$ cat config.mk
export PLATFORM = sky130hd
export DESIGN_NAME = cra_fifo
export DESIGN_NICKNAME = d
export VERILOG_FILES = /design/src/sv/cra_pkg.sv /design/src/sv/cra_fifo.sv
export SDC_FILE = /design/constraint.sdc
export NUM_CORES = 1
export LEC_CHECK = 0
export ABC_AREA = 1
export ABC_CLOCK_PERIOD_IN_PS = 4450
export BUFFER_PORTS_ARGS = -buffer_cell sky130_fd_sc_hd__buf_2
export CORE_ASPECT_RATIO = 0.9
export CORE_MARGIN = 5
export CORE_UTILIZATION = 30
export CTS_CLUSTER_DIAMETER = 150
export DETAILED_ROUTE_END_ITERATION = 10
export MAX_ROUTING_LAYER = met4
export PLACE_DENSITY = 0.55
export SKIP_LAST_GASP = 1
export SLEW_MARGIN = 5
export SYNTH_ARGS = -nofsm -noshare
export SYNTH_HDL_FRONTEND = slang
export SYNTH_SLANG_ARGS = --single-unit
$ cat constraint.sdc
create_clock -name clock -period 4.45 [get_ports clock]
set_input_delay 0.89 -clock clock [delete_from_list [all_inputs] [get_ports clock]]
set_output_delay 0.89 -clock clock [all_outputs]
set_load 0.02 [all_outputs]
$ cat src/sv/cra_pkg.sv
// Shared types, constants and tables of the complex ALU with polar output.
package cra_pkg;

   localparam int DATA_W        = 16;
   localparam int FRAC_BITS     = 12;
   localparam int CORDIC_STAGES = 16;
   localparam int OP_W          = 3;
   localparam int STATUS_W      = 2;

   // quotient bits kept before saturation, wide values, divider remainder
   localparam int Q_BITS  = DATA_W + 1;
   localparam int VAL_W   = 2 * DATA_W + 2;
   localparam int DEN_W   = 2 * DATA_W;
   localparam int DIV_W   = 2 * DATA_W + ((FRAC_BITS > Q_BITS) ? FRAC_BITS : Q_BITS) + 2;

   // CORDIC datapath
   localparam int GUARD_BITS = 8;
   localparam int ANG_EXTRA  = 5;
   localparam int CX_W       = DATA_W + GUARD_BITS + 3;
   localparam int Z_W        = DATA_W + ANG_EXTRA + 2;
   localparam int GAIN_W     = 16;
   localparam int PROD_W     = CX_W + GAIN_W;
   localparam int MAG_SHIFT  = 24;
   localparam logic [GAIN_W-1:0] INV_GAIN = 16'd39797;
   localparam logic signed [Z_W-1:0] QUARTER_TURN = Z_W'(16384 * 32);

   localparam logic signed [VAL_W-1:0] RND_HALF = VAL_W'(1) << (FRAC_BITS - 1);
   localparam logic signed [VAL_W-1:0] SAT_MAX  = VAL_W'(32767);
   localparam logic signed [VAL_W-1:0] SAT_MIN  = -VAL_W'(32768);

   localparam logic signed [DATA_W-1:0] ANG_ZERO    = 16'sd0;
   localparam logic signed [DATA_W-1:0] ANG_PI_HALF = 16'sd16384;
   localparam logic signed [DATA_W-1:0] ANG_PI      = -16'sd32768;

   // op codes
   localparam logic [OP_W-1:0] OP_ADD   = 3'd0;
   localparam logic [OP_W-1:0] OP_SUB   = 3'd1;
   localparam logic [OP_W-1:0] OP_MUL   = 3'd2;
   localparam logic [OP_W-1:0] OP_DIV   = 3'd3;
   localparam logic [OP_W-1:0] OP_ADDR  = 3'd4;
   localparam logic [OP_W-1:0] OP_SUBR  = 3'd5;
   localparam logic [OP_W-1:0] OP_SCALE = 3'd6;
   localparam logic [OP_W-1:0] OP_DIVR  = 3'd7;

   // work kinds after decode
   localparam logic [1:0] KIND_ADD  = 2'd0;
   localparam logic [1:0] KIND_MUL  = 2'd1;
   localparam logic [1:0] KIND_DIVC = 2'd2;
   localparam logic [1:0] KIND_DIVR = 2'd3;

   localparam logic [STATUS_W-1:0] ST_OK  = 2'd0;
   localparam logic [STATUS_W-1:0] ST_DZ  = 2'd1;
   localparam logic [STATUS_W-1:0] ST_SAT = 2'd2;

   typedef struct packed {
      logic [1:0]               kind;
      logic                     sub;
      logic                     dz;
      logic signed [DATA_W-1:0] a_re;
      logic signed [DATA_W-1:0] a_im;
      logic signed [DATA_W-1:0] b_re;
      logic signed [DATA_W-1:0] b_im;
   } cmd_type;

   typedef struct packed {
      logic signed [DATA_W-1:0] re;
      logic signed [DATA_W-1:0] im;
      logic [DATA_W-1:0]        mag;
      logic signed [DATA_W-1:0] angle;
      logic [STATUS_W-1:0]      status;
   } res_type;

   // atan(2^-i) in units of pi/2^20
   function automatic logic signed [Z_W-1:0] atan_entry(input int i);
      logic signed [Z_W-1:0] v;
      unique case (i)
         0: v = Z_W'(262144);
         1: v = Z_W'(154753);
         2: v = Z_W'(81767);
         3: v = Z_W'(41506);
         4: v = Z_W'(20834);
         5: v = Z_W'(10427);
         6: v = Z_W'(5215);
         7: v = Z_W'(2608);
         8: v = Z_W'(1304);
         9: v = Z_W'(652);
         10: v = Z_W'(326);
         11: v = Z_W'(163);
         12: v = Z_W'(81);
         13: v = Z_W'(41);
         14: v = Z_W'(20);
         15: v = Z_W'(10);
         16: v = Z_W'(5);
         17: v = Z_W'(3);
         18: v = Z_W'(1);
         19: v = Z_W'(1);
         default: v = '0;
      endcase
      return v;
   endfunction

   function automatic logic signed [2*DATA_W-1:0] smul(input logic signed [DATA_W-1:0] x,
                                                       input logic signed [DATA_W-1:0] y);
      logic signed [2*DATA_W-1:0] xe;
      logic signed [2*DATA_W-1:0] ye;
      xe = (2*DATA_W)'(x);
      ye = (2*DATA_W)'(y);
      return xe * ye;
   endfunction

endpackage

$ cat src/sv/cra_fifo.sv
// Two-entry command queue between the front end and the arithmetic pipeline.
module cra_fifo (
   input  logic             clock,
   input  logic             reset,
   input  logic             in_valid,
   output logic             in_ready,
   input  cra_pkg::cmd_type in_cmd,
   output logic             out_valid,
   input  logic             out_ready,
   output cra_pkg::cmd_type out_cmd
);
   import cra_pkg::*;

   cmd_type    mem_ff [2];
   logic       wr_ff;
   logic       rd_ff;
   logic [1:0] cnt_ff;
   logic       push;
   logic       pop;

   assign in_ready  = (cnt_ff != 2'd2);
   assign out_valid = (cnt_ff != 2'd0);
   assign out_cmd   = mem_ff[rd_ff];
   assign push      = in_valid && in_ready;
   assign pop       = out_valid && out_ready;

   always_ff @(posedge clock) begin
      if (reset) begin
         wr_ff  <= 1'b0;
         rd_ff  <= 1'b0;
         cnt_ff <= 2'd0;
      end else begin
         if (push) wr_ff <= !wr_ff;
         if (pop)  rd_ff <= !rd_ff;
         cnt_ff <= cnt_ff + 2'(push) - 2'(pop);
      end
   end

   always_ff @(posedge clock) begin
      if (push) begin
         mem_ff[wr_ff] <= in_cmd;
      end
   end

endmodule

==> impl_metrics.yaml <==
outcome:
  outcome: "completed"
logic_synthesis:
  syn_inst: 248
  yosys.area.top_type_share: 0.7805
  synth_area_leaders: "edfxtp_1 (78%), mux2_2 (10%), mux2_4 (5.7%)"
  synth_area_um2: 5233
  synth-main-ff-cell: "edfxtp_1"
  yosysMostFrequentCell: "edfxtp_1"
  synth_nets: 321
  yosys-top-cells-count: "edfxtp_1 (136), mux2_2 (48), mux2_4 (20)"
  ys_ff_latch: 141
  syn_area_per_cell_um2: 21.10
  synth_top_cell_by_area: "edfxtp_1"
  synth_edf_count: 136
  async_reset_ff_frac: 0
  synth_cell_types: 15
  seq_area_frac_synth: 0.7996
  ys_warn_count: 0
power_and_ir_drop:
  netSwitchingPower_mw: 1.172
  power_frac_clock: 0.329
  p_per_area_nw_per_um2: 611.4
  comb_power_share: 0.233
  pwr-share-seq: 0.438
  p_sw_frac: 0.2833
  vdd_ir_drop_max_v: 0.0002982
  power_leakage_nw: 2.557
  finalPower_mw: 4.139
  p_int_mw: 2.966
global_routing:
  grt_pass1_wl_um: 15320
  grt_remaining_overflow: 0
  grt_max_degree: 69
  grt_pass1_vias: 2906
  grt_usage: 0.1050
  antenna_found_initial: 0
clock_tree:
  h-tree-depth: 4
  cts_tree: "done"
  root_buffer: "clkbuf_16"
  clk_path_buf_depth: 2
  cts_resized: 0
  clk_pin_slew_ns: 0.06
  cts_inserted_buffers: 17
  ctsHoldBuffers: 0
  post_cts_buffers: 0
  clk_latency_ns: 0.40
  cts.sinks: 141
die:
  core_area_um2: 17000
  start_util: 0.3077
  die_width_um: 149.2
  fp-row-count: 45
  die_h_um: 135.3
  boundaryPins: 142
  dieArea_um2: 20190
timing:
  finalSetupViolCount: 0
  relSlewSlack: 0.3155
  fin_crit_sh: 0.6625
  min_period_ns: 2.948
  finalSetupTns_ns: 0
  max_freq_mhz: 339.2
  hold_violations: 0
  fin_skew_ns: 0.004218
  final_max_slew_viol_count: 0
  rsz0062_at_grt: "no"
  worst_slew_pin_slew_ns: 1.027
cells_and_area:
  final_layout_size_suffix_gt1_frac: 0.5807
  stdcell_count: 650
  area_delta_synth_final_pct: 29.36
  diodes: 0
  layout.nets: 475
  utilization: 0.3981
worst_setup_path:
  crit_type: "reg2out"
  critPathRequiredTime_ns: 3.56
  worstSetupStartpointType: "flip-flop"
  crit_arrival_ns: 2.06
  crit_fanout: 68
  endpoint_kind: "primary output"
route:
  vias: 2674
  drt_wl_total_um: 9966
  postRouteAntennaNets: 0
  viasPerCell: 4.114
  dr.pass1.iters: 4
  drt_iter0_drc: 88
  wl_per_cell_um: 15.33
  drc: 0
placed_design:
  place_congestion: 0.7499
  dp.final_hpwl_um: 6570
  dpl.cell_count: 618
  portBuffers: 141
run:
  cap_violations: 0
worst_hold_path:
  hp-class: "reg2reg"
## cell families (layout without fill, tap and decap cells)
kind of cell,count (synthesis),after routing,synth area share
AND/OR/NAND/NOR,19,19,0.01411
flip-flops,141,141,0.7996
multiplexers,68,68,0.1607
AO/OA/AOI/OAI,2,2,0.001913
XOR/XNOR,1,1,0.001674
buffers and inverters,16,183,0.01961
adder cells (fa/ha/maj),1,1,0.002391
## cells in the final DEF, fill, tap and decap left out
cell / instances
nor2_4: 2
ha_1: 1
buf_2: 141
xnor2_1: 1
inv_1: 8
nand3_1: 1
nor3_1: 1
mux2_2: 48
clkbuf_1: 5
nor2_1: 7
buf_4: 2
clkbuf_16: 17
clkinv_2: 3
bufinv_16: 2
a21oi_1: 2
clkbuf_8: 3
clkinvlp_4: 2
dfxtp_4: 1
edfxtp_1: 136
mux2_4: 20
dfxtp_1: 4
nand2_1: 8
## power groups by stage
| stage | clock [mW] | sequential [mW] | combinational (mW) |
|---|---|---|---|
| detailed placement | 0 | 1.85 | 0.984 |
| global route | 1.46 | 1.84 | 1.04 |
| finish | 1.36 | 1.81 | 0.963 |
| global placement | 0 | 1.84 | 0.977 |
| CTS | 1.40 | 1.82 | 0.987 |
| floorplan | 0 | 1.76 | 0.758 |
## metrics by stage
step | cell area [um2] | setup WS (ns) | hold WS (ns)
2_1_floorplan | 5233 | 0.05657 | 0.4669
5_1_grt | 6769 | 1.371 | 0.5900
4_1_cts | 6769 | 1.420 | 0.5239
6_report | 6769 | 1.502 | 0.5221
3_3_place_gp | 6193 | 1.782 | 0.4781
3_5_place_dp | 6193 | 1.725 | 0.4928
## worst paths after layout
path,start,endpoint,slack [ns],cells past startpoint
hold / removal,rd_ff,flip-flop,0.52,2
hold reg to reg,rd_ff,flip-flop,0.52,2
setup / recovery,flip-flop,out_cmd[67],1.50,2
setup reg to reg,cnt_ff[0],mem_ff[1][63],2.28,5
## worst max-delay path, cell delays in order (launching register included)
cell     delay (ns)
dfxtp_4        1.03
mux2_2         0.43
buf_2          0.16
## per-layer routing
metal | vias up | routed length, um | GRT usage
li1 | 1269 | - | -
met4 | 0 | 133 | 0.04728
met2 | 97 | 4658 | 0.1576
met1 | 1297 | 4311 | 0.1242
met3 | 11 | 863 | 0.04316
met5 | - | 0 | -
## final cells by class
type                    count  area (um2)
clock buffers              25       485.5
fillers                  1606       10230
well taps                 235       294.0
clock inverters             7       90.09
repair buffers            143       720.7
flip-flops and latches    141        4188
multi-input cells          91       960.9
inverters                   8       30.03
## sequential cells by signal (all words and copies together) (netlist names), named ones only
signal  flops
mem_ff    136
cnt_ff      2
rd_ff       1
wr_ff       1
(Power assumes the default switching activity.)
