==> src/sv/cra_pkg.sv <==
// Shared types, constants and tables of the complex ALU with polar output.
package cra_pkg;

   localparam int DATA_W        = 16;
   localparam int FRAC_BITS     = 12;
   localparam int CORDIC_STAGES = 16;
   localparam int OP_W          = 3;
   localparam int STATUS_W      = 2;

   // quotient bits kept before saturation, wide values, divider remainder
   localparam int Q_BITS  = DATA_W + 1;
   localparam int VAL_W   = 2 * DATA_W + 2;
   localparam int DEN_W   = 2 * DATA_W;
   localparam int DIV_W   = 2 * DATA_W + ((FRAC_BITS > Q_BITS) ? FRAC_BITS : Q_BITS) + 2;

   // CORDIC datapath
   localparam int GUARD_BITS = 8;
   localparam int ANG_EXTRA  = 5;
   localparam int CX_W       = DATA_W + GUARD_BITS + 3;
   localparam int Z_W        = DATA_W + ANG_EXTRA + 2;
   localparam int GAIN_W     = 16;
   localparam int PROD_W     = CX_W + GAIN_W;
   localparam int MAG_SHIFT  = 24;
   localparam logic [GAIN_W-1:0] INV_GAIN = 16'd39797;
   localparam logic signed [Z_W-1:0] QUARTER_TURN = Z_W'(16384 * 32);

   localparam logic signed [VAL_W-1:0] RND_HALF = VAL_W'(1) << (FRAC_BITS - 1);
   localparam logic signed [VAL_W-1:0] SAT_MAX  = VAL_W'(32767);
   localparam logic signed [VAL_W-1:0] SAT_MIN  = -VAL_W'(32768);

   localparam logic signed [DATA_W-1:0] ANG_ZERO    = 16'sd0;
   localparam logic signed [DATA_W-1:0] ANG_PI_HALF = 16'sd16384;
   localparam logic signed [DATA_W-1:0] ANG_PI      = -16'sd32768;

   // op codes
   localparam logic [OP_W-1:0] OP_ADD   = 3'd0;
   localparam logic [OP_W-1:0] OP_SUB   = 3'd1;
   localparam logic [OP_W-1:0] OP_MUL   = 3'd2;
   localparam logic [OP_W-1:0] OP_DIV   = 3'd3;
   localparam logic [OP_W-1:0] OP_ADDR  = 3'd4;
   localparam logic [OP_W-1:0] OP_SUBR  = 3'd5;
   localparam logic [OP_W-1:0] OP_SCALE = 3'd6;
   localparam logic [OP_W-1:0] OP_DIVR  = 3'd7;

   // work kinds after decode
   localparam logic [1:0] KIND_ADD  = 2'd0;
   localparam logic [1:0] KIND_MUL  = 2'd1;
   localparam logic [1:0] KIND_DIVC = 2'd2;
   localparam logic [1:0] KIND_DIVR = 2'd3;

   localparam logic [STATUS_W-1:0] ST_OK  = 2'd0;
   localparam logic [STATUS_W-1:0] ST_DZ  = 2'd1;
   localparam logic [STATUS_W-1:0] ST_SAT = 2'd2;

   typedef struct packed {
      logic [1:0]               kind;
      logic                     sub;
      logic                     dz;
      logic signed [DATA_W-1:0] a_re;
      logic signed [DATA_W-1:0] a_im;
      logic signed [DATA_W-1:0] b_re;
      logic signed [DATA_W-1:0] b_im;
   } cmd_type;

   typedef struct packed {
      logic signed [DATA_W-1:0] re;
      logic signed [DATA_W-1:0] im;
      logic [DATA_W-1:0]        mag;
      logic signed [DATA_W-1:0] angle;
      logic [STATUS_W-1:0]      status;
   } res_type;

   // atan(2^-i) in units of pi/2^20
   function automatic logic signed [Z_W-1:0] atan_entry(input int i);
      logic signed [Z_W-1:0] v;
      unique case (i)
         0: v = Z_W'(262144);
         1: v = Z_W'(154753);
         2: v = Z_W'(81767);
         3: v = Z_W'(41506);
         4: v = Z_W'(20834);
         5: v = Z_W'(10427);
         6: v = Z_W'(5215);
         7: v = Z_W'(2608);
         8: v = Z_W'(1304);
         9: v = Z_W'(652);
         10: v = Z_W'(326);
         11: v = Z_W'(163);
         12: v = Z_W'(81);
         13: v = Z_W'(41);
         14: v = Z_W'(20);
         15: v = Z_W'(10);
         16: v = Z_W'(5);
         17: v = Z_W'(3);
         18: v = Z_W'(1);
         19: v = Z_W'(1);
         default: v = '0;
      endcase
      return v;
   endfunction

   function automatic logic signed [2*DATA_W-1:0] smul(input logic signed [DATA_W-1:0] x,
                                                       input logic signed [DATA_W-1:0] y);
      logic signed [2*DATA_W-1:0] xe;
      logic signed [2*DATA_W-1:0] ye;
      xe = (2*DATA_W)'(x);
      ye = (2*DATA_W)'(y);
      return xe * ye;
   endfunction

endpackage

==> src/sv/cra_front.sv <==
// Front end: accept requests, decode the op and flag division by zero.
module cra_front (
   input  logic              clock,
   input  logic              reset,
   input  logic              req_valid,
   output logic              req_ready,
   input  logic [cra_pkg::OP_W-1:0]  op,
   input  logic signed [cra_pkg::DATA_W-1:0] a_re,
   input  logic signed [cra_pkg::DATA_W-1:0] a_im,
   input  logic signed [cra_pkg::DATA_W-1:0] b_re,
   input  logic signed [cra_pkg::DATA_W-1:0] b_im,
   output logic              cmd_valid,
   input  logic              cmd_ready,
   output cra_pkg::cmd_type  cmd
);
   import cra_pkg::*;

   logic    valid_ff;
   cmd_type cmd_ff;
   cmd_type cmd_in;
   logic    b_re_zero;

   assign req_ready = !valid_ff || cmd_ready;
   assign cmd_valid = valid_ff;
   assign cmd       = cmd_ff;
   assign b_re_zero = (b_re == '0);

   always_comb begin
      cmd_in      = '0;
      cmd_in.a_re = a_re;
      cmd_in.a_im = a_im;
      cmd_in.b_re = b_re;
      cmd_in.b_im = b_im;
      unique case (op)
         OP_ADD:   cmd_in.kind = KIND_ADD;
         OP_SUB: begin
            cmd_in.kind = KIND_ADD;
            cmd_in.sub  = 1'b1;
         end
         OP_MUL:   cmd_in.kind = KIND_MUL;
         OP_DIV: begin
            cmd_in.kind = KIND_DIVC;
            cmd_in.dz   = b_re_zero && (b_im == '0);
         end
         OP_ADDR: begin
            cmd_in.kind = KIND_ADD;
            cmd_in.b_im = '0;
         end
         OP_SUBR: begin
            cmd_in.kind = KIND_ADD;
            cmd_in.sub  = 1'b1;
            cmd_in.b_im = '0;
         end
         OP_SCALE: begin
            cmd_in.kind = KIND_MUL;
            cmd_in.b_im = '0;
         end
         default: begin
            cmd_in.kind = KIND_DIVR;
            cmd_in.b_im = '0;
            cmd_in.dz   = b_re_zero;
         end
      endcase
   end

   always_ff @(posedge clock) begin
      if (reset) begin
         valid_ff <= 1'b0;
      end else if (req_ready) begin
         valid_ff <= req_valid;
      end
   end

   always_ff @(posedge clock) begin
      if (req_ready && req_valid) begin
         cmd_ff <= cmd_in;
      end
   end

endmodule

==> config.mk <==
export PLATFORM = sky130hd
export DESIGN_NAME = cra_front
export DESIGN_NICKNAME = d
export VERILOG_FILES = /design/src/sv/cra_pkg.sv /design/src/sv/cra_front.sv
export SDC_FILE = /design/constraint.sdc
export NUM_CORES = 1
export LEC_CHECK = 0
export ABC_AREA = 1
export BUFFER_PORTS_ARGS = -buffer_cell sky130_fd_sc_hd__buf_4
export CAP_MARGIN = 5
export CORE_ASPECT_RATIO = 1.25
export CORE_MARGIN = 5
export CORE_UTILIZATION = 38
export CTS_BUF_LIST = sky130_fd_sc_hd__clkbuf_16
export DETAILED_ROUTE_END_ITERATION = 16
export PLACE_DENSITY_LB_ADDON = 0.1
export REMOVE_ABC_BUFFERS = 1
export SLEW_MARGIN = 0
export SYNTH_ARGS = -nofsm -noshare
export SYNTH_HDL_FRONTEND = slang
export SYNTH_SLANG_ARGS = --single-unit
export TNS_END_PERCENT = 20
==> constraint.sdc <==
create_clock -name clock -period 4.3 [get_ports clock]
set_input_delay 0.86 -clock clock [delete_from_list [all_inputs] [get_ports clock]]
set_output_delay 0.86 -clock clock [all_outputs]
set_load 0.02 [all_outputs]
==> results of run 1 <==
stage by stage:
step | power, mW | setup WS [ns] | area (um2) | utilization, %
after floorplan | 0.893 | -0.416 | 2350 | -
after global placement | 1.01 | 2.12 | 3530 | 57.6
after detailed placement | 1.01 | 2.11 | 3530 | 57.6
after CTS | 1.78 | 2.12 | 3840 | 62.8
after global routing | 1.81 | 2.10 | 3840 | 62.8
final | 1.75 | 2.13 | 3840 | 62.8
layer usage:
layer	GRT usage [%]	up-vias	share of wire, %
met5	0	-	0
met4	7.28	0	2.5
met3	4.89	14	9.8
met2	24.0	76	55
met1	13.1	742	32
li1	-	795	-
worst reg2reg max path, cell delays in order, from the launching register on:
cell	delay, ns
dfxtp_1	0.34
a21oi_4	0.14
buf_4	0.65
worst max-delay path by stage:
stage,to,depth (start not counted)
global placement,cmd[16]$_DFFE_PP_,4
floorplan,cmd[0]$_SDFFCE_PN0P_,2
detailed placement,cmd[19]$_DFFE_PP_,4
global route,req_ready,4
CTS,req_ready,4
finish,req_ready,4
registers in the layout, summed over array words and instances, names as in the netlist:
| name | cells |
|---|---|
| cmd | 68 |
| cmd_valid | 1 |
cells by family (layout without fill, tap and decap cells):
kind of cell	Yosys count	count (layout)	synth area share, %
DFF	69	69	86.9
and+or+nand+nor	49	49	7.91
buffers and inverters	23	178	4.11
AOI/OAI and AO/OA	4	4	1.11
layout by cell type, fill, tap and decap left out, drive strengths merged:
cell / netlist / final
clkinv: 0 / 3
nor2: 37 / 37
clkbuf: 0 / 9
inv: 21 / 22
dfxtp: 1 / 1
buf: 2 / 141
a21oi: 3 / 3
a21boi: 1 / 1
clkinvlp: 0 / 1
nand2: 10 / 10
edfxtp: 68 / 68
nand3: 1 / 1
bufinv: 0 / 2
and2: 1 / 1
cell type report:
class	instances	share of cell area [%]
Clock buffer	9	5.86
Clock inverter	7	2.31
Inverter	21	2.05
Multi-Input combinational cell	53	5.86
Sequential cell	69	53.6
Tap cell	85	2.77
Timing Repair Buffer	141	27.5
report_power, final:
part | internal, mW | total, mW | switching, mW
combinational | 0.0933 | 0.197 | 0.103
sequential | 0.789 | 0.800 | 0.0110
clock | 0.504 | 0.758 | 0.254
==> metrics, run 1 <==
Reg2Reg Capture Point cmd[15]$_SDFFCE_PN0P_; Layout Nets 366; Max FO, Critical Path 2; critical path's slowest cell buf_4; first-pass GRT wire length 7.90 mm; initial antenna violation count 0; post-route ant nets 0; hold path startpoint cmd_valid$_SDFFE_PP0N_; largest net degree at the start of global routing 69; #FFs+latches synth 69; hold depth 2; fmax 460 MHz; Syn-to-layout area delta 62.0%; Buf/Inv on CP 3; Tmin final 2.17 ns; final std cells w/o fill 385; IO Pins 141; Die ar. 7940 um2; asr flop ratio synth 0%; outcome complete, no violations; area of the mapped netlist 2370 um2; Seq. cell area 2060 um2; H-tree levels 3; Setup crit end kind output pin; CTS Sinks 69; final period utilization 50.5%; reg2reg start cmd_valid$_SDFFE_PP0N_; GP Congestion 0.732; clk root buf clkbuf_16; CP top delay family buffers and inverters; Residual DRC 0; number of enable flip-flop cells after synthesis 68; via count 1,627; Crit path largest cell delay 0.17 ns; die extent in y 98.4 um; Syn Area/Cell 16.4 um2; total grt overflow 0; cell chain of the critical path buf_4, inv_1, nand2_1, buf_4; type of origin of the critical path input pin; CTS Hold Bufs 0; Max VDD drop 0.316 mV; TritonCTS clock tree done; Synth cell types 12; GRT Resource Usage Total 13.4%; Reg clk slew, reported paths 0.05 ns; Post-synth top flop edfxtp_1; Port-buffer cells 140; Clock Skew 0.00417 ns; power per cell area 456 nW/um2; Syn Inst Count 145; Setup Crit Path Kind input pin to output pin; share of the synthesized area in the top cell type 86.0%; Row Count 32; ant diodes 0; RSZ-0062 raised after global routing no; WP data arrival 1.31 ns; final hold viol count 0; DR iter-0 viols 90; layout cells sized above 1 52.3%; area leader, netlist edfxtp_1; Seq/Total Area, Yosys 86.9%; Max-cap violations 0; Synthesis Warnings 0; Hold Path Sink cmd_valid$_SDFFE_PP0N_; Post-CTS Resized 0; postcts setup bufs 0; final setup vio count 0; Routed wire per std cell 13.8 um; hpwl dp 4.01 mm; Die Width 80.7 um; vias per cell 4.23; min-delay worst type flip-flop to flip-flop; Reg2Reg Depth 2; Area contributors post-synth edfxtp_1, nor2_1, inv_1, nand2_1, dfxtp_1; CTS buffer count 9; slew at the pin closest to its max-slew limit 0.824 ns; area of the multi-input gates 225 um2; vias in the first global route 1,673; Initial Util 38.7%; TNS Setup 0 ns; CP required 3.44 ns; 1st-pass router iterations 4; final WL 5.31 mm; LEAKAGE 1.70 nW; critical path launch point cmd_ready; Synth top cells by count edfxtp_1, nor2_1, inv_1; core area 6130 um2; flop-to-flop setup slack 2.76 ns; crit-path most repeated cell buf_4; Slew HR 45.1%; Worst-Skew Late Latency 0.32 ns; Fillers 494; Hold Slack 0.554 ns; Cells after DPL 369; Final Max Slew Viols 0; most frequent cell after synthesis edfxtp_1; CTS max path bufs 2
(Power assumes the default switching activity.)
==> inputs of run 2 (changes only) <==
--- a/config.mk
+++ b/config.mk
@@ -10,7 +10,7 @@
 export CAP_MARGIN = 5
 export CORE_ASPECT_RATIO = 1.25
 export CORE_MARGIN = 5
-export CORE_UTILIZATION = 38
+export CORE_UTILIZATION = 43
 export CTS_BUF_LIST = sky130_fd_sc_hd__clkbuf_16
 export DETAILED_ROUTE_END_ITERATION = 16
 export PLACE_DENSITY_LB_ADDON = 0.1
==> constraint.sdc (replaced) <==
create_clock -name clock -period 2.2 [get_ports clock]
set_input_delay 0.44 -clock clock [delete_from_list [all_inputs] [get_ports clock]]
set_output_delay 0.44 -clock clock [all_outputs]
set_load 0.02 [all_outputs]
==> run 2 against run 1 <==
  * Register-to-register slack got worse by 1.8 ns
  * Routed wire length rose by 5.4%
  * Largest power group is now the clock network
  * Critical endpoint unchanged
  * Highest routed layer unchanged
  * Clock skew rose by 0.0034 ns
  * Via count up 0.43%
  * Final cell count fell by 5.7%
  * Sequential share of layout area down 0.14 points
  * Setup slack got worse by 1.3 ns
  * Utilization grew 8.6 points
==> metrics, run 2 (synthesis gave the netlist of run 1 again) <==
outcome complete, no violations; layout cells sized above 1 52.8% (+0.51 points); Max FO, Critical Path 3 (+1); Setup crit end kind output pin; Max-cap violations 0 (unchanged); hold path startpoint reset; Hold Path Sink cmd_valid$_SDFFE_PP0N_; CTS Sinks 69 (unchanged); Max VDD drop 0.625 mV (+98%); IO Pins 141 (unchanged); Port-buffer cells 140 (unchanged); 1st-pass router iterations 6 (+2); clk root buf clkbuf_16; Slew HR 76.6% (+31 points); ant diodes 0 (unchanged); first-pass GRT wire length 8.49 mm (+7.4%); CTS Hold Bufs 0 (unchanged); final setup margin 0.783 ns (-1.34 ns); Reg clk slew, reported paths 0.05 ns (about the same); Residual DRC 0 (unchanged); die extent in y 93.1 um (-5.4%); Syn-to-layout area delta 62.4%; Post-Place Worst Slack 0.776 ns (-1.34 ns); initial antenna violation count 0 (unchanged); Reg2Reg Capture Point cmd[65]$_DFFE_PP_; Routed wire per std cell 15.4 um (+12%); Row Count 30 (-6.3%); fmax 706 MHz; vias per cell 4.50 (+6.5%); vias in the first global route 1,715 (+2.5%); Post-CTS Resized 0 (unchanged); flop-to-flop setup slack 0.98 ns (-1.78 ns); TritonCTS clock tree done; via count 1,634 (+0.43%); max FFs per register 68 (unchanged); core area 5410 um2 (-12%); RSZ-0062 raised after global routing no; final WL 5.60 mm (+5.4%); post-route ant nets 0 (unchanged); total grt overflow 0 (unchanged); reg2reg start cmd_valid$_SDFFE_PP0N_; GRT Resource Usage Total 15.9% (+2.4 points); LEAKAGE 1.72 nW (+1.1%); Tmin final 1.42 ns; Reg2Reg Depth 2 (unchanged); hold depth 2 (unchanged); final period utilization 64.4%; Setup Crit Path Kind flip-flop to output pin; final setup vio count 0 (unchanged); most common cell after layout, fill and taps aside buf_4; slew at the pin closest to its max-slew limit 0.352 ns (-0.472 ns); Die ar. 7110 um2 (-10%); postcts setup bufs 0 (unchanged); CTS max path bufs 2 (unchanged); Initial Util 43.9% (+5.2 points); largest net degree at the start of global routing 69 (unchanged); Layout Nets 366 (unchanged); min-delay worst type input pin to flip-flop; TNS Setup 0 ns (unchanged); Die Width 76.5 um (-5.3%); type of origin of the critical path flip-flop; CP required 1.76 ns (-1.68 ns); GP Congestion 0.714 (-2.4%); Worst-Skew Late Latency 0.32 ns (about the same); CTS buffer count 9 (unchanged); Pwr Total 3.55 mW (+100%); final hold viol count 0 (unchanged); Final Max Slew Viols 0 (unchanged); hpwl dp 4.13 mm (+2.8%); H-tree levels 3 (unchanged); commonest non-fill, non-tap cells in the layout buf_4, edfxtp_1, nor2_1, inv_1, nand2_1; DR iter-0 viols 89 (-1.1%); WP data arrival 0.98 ns (-0.33 ns); power per cell area 922 nW/um2 (+100%); Clock Skew 0.00757 ns (+0.00340 ns)
-- run 2: cell types whose count changed in the layout (fill, tap and decap cells not counted), sizes merged --
cell,before,now
bufinv,2,3
inv,22,21
clkinvlp,1,0
-- run 2: power breakdown --
group / internal [mW] / leakage, nW / switching [mW]
combinational: 0.186 / 0.885 / 0.204
sequential: 1.54 / 0.672 / 0.0227
clock: 1.10 / 0.165 / 0.500
total: 2.83 / 1.72 / 0.727
-- run 2: worst max path at each step --
stage | start | end | depth (start not counted)
after floorplan | req_valid | cmd[0]$_SDFFCE_PN0P_ | 2
after global placement | cmd_ready | cmd[14]$_SDFFCE_PN0P_ | 4
after detailed placement | cmd_ready | cmd[19]$_DFFE_PP_ | 4
after CTS | cmd_valid$_SDFFE_PP0N_ | req_ready | 2
after global routing | cmd_valid$_SDFFE_PP0N_ | req_ready | 2
final | cmd_valid$_SDFFE_PP0N_ | req_ready | 2
-- run 2: metrics by stage --
step                cell area [um2]  cells  hold slack, ns  utilization [%]
floorplan                      2350    143           0.509                -
global placement               3520    348           0.523             65.1
detailed placement             3520    348           0.555             65.1
CTS                            3850    363           0.270             71.3
global route                   3850    363           0.272             71.3
finish                         3850    363           0.275             71.3
-- run 2: final cells by class --
cell class | instances | area [um2]
clock inverters | 6 | 113
multi-input cells | 53 | 225
clock buffers | 9 | 225
inverters | 21 | 78.8
well taps | 64 | 80.1
repair buffers | 141 | 1070
flip-flops and latches | 69 | 2060
fillers | 376 | 1550
-- run 2: critical path: stages (launching register included) --
cell	delay, ns
dfxtp_1	0.40
nand2_1	0.10
buf_4	0.16
-- run 2: metal layers --
metal | up-vias | track usage, % | part of all wire (%)
li1 | 796 | - | -
met1 | 744 | 15.0 | 34
met2 | 85 | 28.9 | 55
met3 | 9 | 5.59 | 8.9
met4 | 0 | 9.62 | 2.0
met5 | - | 0 | 0
==> inputs of run 3 (changes only) <==
--- a/config.mk
+++ b/config.mk
@@ -10,7 +10,7 @@
 export CAP_MARGIN = 5
 export CORE_ASPECT_RATIO = 1.25
 export CORE_MARGIN = 5
-export CORE_UTILIZATION = 43
+export CORE_UTILIZATION = 38
 export CTS_BUF_LIST = sky130_fd_sc_hd__clkbuf_16
 export DETAILED_ROUTE_END_ITERATION = 16
 export PLACE_DENSITY_LB_ADDON = 0.1
==> constraint.sdc (replaced) <==
create_clock -name clock -period 1.3 [get_ports clock]
set_input_delay 0.26 -clock clock [delete_from_list [all_inputs] [get_ports clock]]
set_output_delay 0.26 -clock clock [all_outputs]
set_load 0.02 [all_outputs]
==> run 3 against run 2 <==
  * Setup slack lost 0.65 ns
  * Final cell count grew 6.1%
  * Worst hold slack lost 0.18 ns
  * Combinational power grew 71%
  * Flip-flop and latch count is the same
  * Clock skew shrank 0.0029 ns
  * Sequential power grew 69%
  * Critical path depth is the same
  * Critical path type unchanged
==> metrics, run 3 (synthesis gave the netlist of run 1 again) <==
reg2reg start cmd_valid$_SDFFE_PP0N_; CTS max path bufs 2 (unchanged); final setup margin 0.133 ns (-0.650 ns); Max-cap violations 0 (unchanged); total grt overflow 0 (unchanged); GRT Max-Usage Layer met2; Post-Place Worst Slack 0.108 ns (-0.667 ns); M2 GR Usage 24.8% (-4.1 points); first-pass GRT wire length 7.82 mm (-7.9%); 1st-pass router iterations 4 (-2); final setup vio count 0 (unchanged); power per cell area 1450 nW/um2 (+57%); hpwl dp 4.17 mm (+1.1%); WP data arrival 0.91 ns (-0.07 ns); Row Count 32 (+6.7%); Worst-Skew Late Latency 0.31 ns (about the same); Max FO, Critical Path 3 (unchanged); IO Pins 141 (unchanged); final hold viol count 0 (unchanged); Setup crit end kind output pin; ant diodes 0 (unchanged); hold path startpoint reset; Cells after DPL 370 (+6.3%); CP required 1.04 ns (-0.72 ns); die extent in y 98.4 um (+5.7%); most common cell after layout, fill and taps aside buf_4; Port-buffer cells 140 (unchanged); outcome complete, no violations; Reg2Reg Capture Point cmd[62]$_DFFE_PP_; DR iter-0 viols 44 (-51%); Pwr Total 5.56 mW (+56%); GP Congestion 0.716 (+0.25%); Max VDD drop 0.952 mV (+52%); TritonCTS clock tree done; Clock Skew 0.00468 ns (-0.00288 ns); initial antenna violation count 0 (unchanged); layout cells sized above 1 52.7% (-0.18 points); CTS buffer count 9 (unchanged); max FFs per register 68 (unchanged); Psw 1.18 mW (+62%); clk root buf clkbuf_16; Setup Crit Path Kind flip-flop to output pin; final period utilization 89.8%; Pint 4.38 mW (+55%); Reg2Reg Depth 2 (unchanged); Tmin final 1.17 ns; Residual DRC 0 (unchanged); flop-to-flop setup slack 0.17 ns (-0.81 ns); hold depth 2 (unchanged); Slew HR 86.4% (+9.9 points); final std cells w/o fill 385 (+6.1%); via count 1,605 (-1.8%); Syn-to-layout area delta 62.0%; Die Width 80.7 um (+5.5%); sequential share of power 47.5% (+3.5 points); Final Max Slew Viols 0 (unchanged); Hold Path Sink cmd_valid$_SDFFE_PP0N_; LEAKAGE 1.70 nW (-1.2%); Routed wire per std cell 13.7 um (-11%); Hold Slack 0.0950 ns (-0.180 ns); Clk network pwr share 40.4% (-4.7 points); Reg clk slew, reported paths 0.05 ns (about the same); met1 Use GR 12.9% (-2.2 points); Initial Util 38.7% (-5.2 points); H-tree levels 3 (unchanged); commonest non-fill, non-tap cells in the layout buf_4, edfxtp_1, nor2_1, inv_1, nand2_1; slew at the pin closest to its max-slew limit 0.204 ns (-0.148 ns); vias in the first global route 1,641 (-4.3%); CTS Sinks 69 (unchanged); fmax 857 MHz; RSZ-0062 raised after global routing no; Fillers 490 (+30%); Die ar. 7940 um2 (+12%); type of origin of the critical path flip-flop; sw frac 21.2% (+0.75 points); core area 6130 um2 (+13%); final WL 5.29 mm (-5.4%); largest net degree at the start of global routing 39 (-43%); Comb power frac 12.0% (+1.0 points); vias per cell 4.17 (-7.4%); min-delay worst type input pin to flip-flop; met3 Track Usage GR 4.43% (-1.2 points); Layout Nets 367 (+0.27%); GRT Resource Usage Total 13.5% (-2.4 points); post-route ant nets 0 (unchanged)
## run 3: cell count changes in the layout (fill, tap and decap cells not counted)
cell	change
bufinv_16	-2
clkinv_1	+2
clkinv_4	-2
buf_12	+1
clkinv_2	+1
clkinvlp_4	+1
dfxtp_1	-1
dfxtp_2	+1
## run 3: worst max-delay path by stage
stage | startpoint | end | cells after the start
after floorplan | cmd_valid$_SDFFE_PP0N_ | cmd[0]$_SDFFCE_PN0P_ | 1
after global placement | cmd_ready | cmd[16]$_DFFE_PP_ | 4
after detailed placement | cmd_ready | cmd[17]$_DFFE_PP_ | 4
after CTS | cmd_valid$_SDFFE_PP0N_ | req_ready | 2
after global routing | cmd_valid$_SDFFE_PP0N_ | req_ready | 2
final | cmd_valid$_SDFFE_PP0N_ | req_ready | 2
## run 3: area by class of cell
| type | instances | area [um2] | area share (%) |
|---|---|---|---|
| Inverter | 21 | 78.8 | 2.05 |
| Multi-Input combinational cell | 53 | 225 | 5.86 |
| Clock buffer | 9 | 225 | 5.86 |
| Tap cell | 85 | 106 | 2.77 |
| Timing Repair Buffer | 142 | 1090 | 28.4 |
| Sequential cell | 69 | 2060 | 53.7 |
| Clock inverter | 6 | 55.1 | 1.43 |
## run 3: repair_timing
action	4_1_cts	5_1_grt
setup endpoints to repair	0	1
hold buffers	0	0
setup buffers	0	0
resized for setup	0	1
## run 3: routing by layer
metal	share of wire, %	up-vias
li1	-	795
met1	32	721
met2	55	77
met3	9.9	12
met4	2.4	0
met5	0	-
## run 3: power groups by stage
stage / sequential, mW / combinational, mW / clock (mW)
after global routing: 2.65 / 0.715 / 2.40
after global placement: 2.68 / 0.672 / 0
after detailed placement: 2.69 / 0.682 / 0
final: 2.64 / 0.668 / 2.25
after floorplan: 2.87 / 0.0812 / 0
after CTS: 2.64 / 0.682 / 2.30
## run 3: worst max-delay path, cell delays in order, from the launching register on
cell	delay [ns]
dfxtp_2	0.36
nand2_1	0.08
buf_4	0.16
## run 3: through the flow
step           area (um2)  util (%)  setup TNS (ns)
2_1_floorplan        2350         -         -200.29
3_3_place_gp         3560      58.2               0
3_5_place_dp         3560      58.2               0
4_1_cts              3840      62.7               0
5_1_grt              3840      62.8               0
6_report             3840      62.8               0
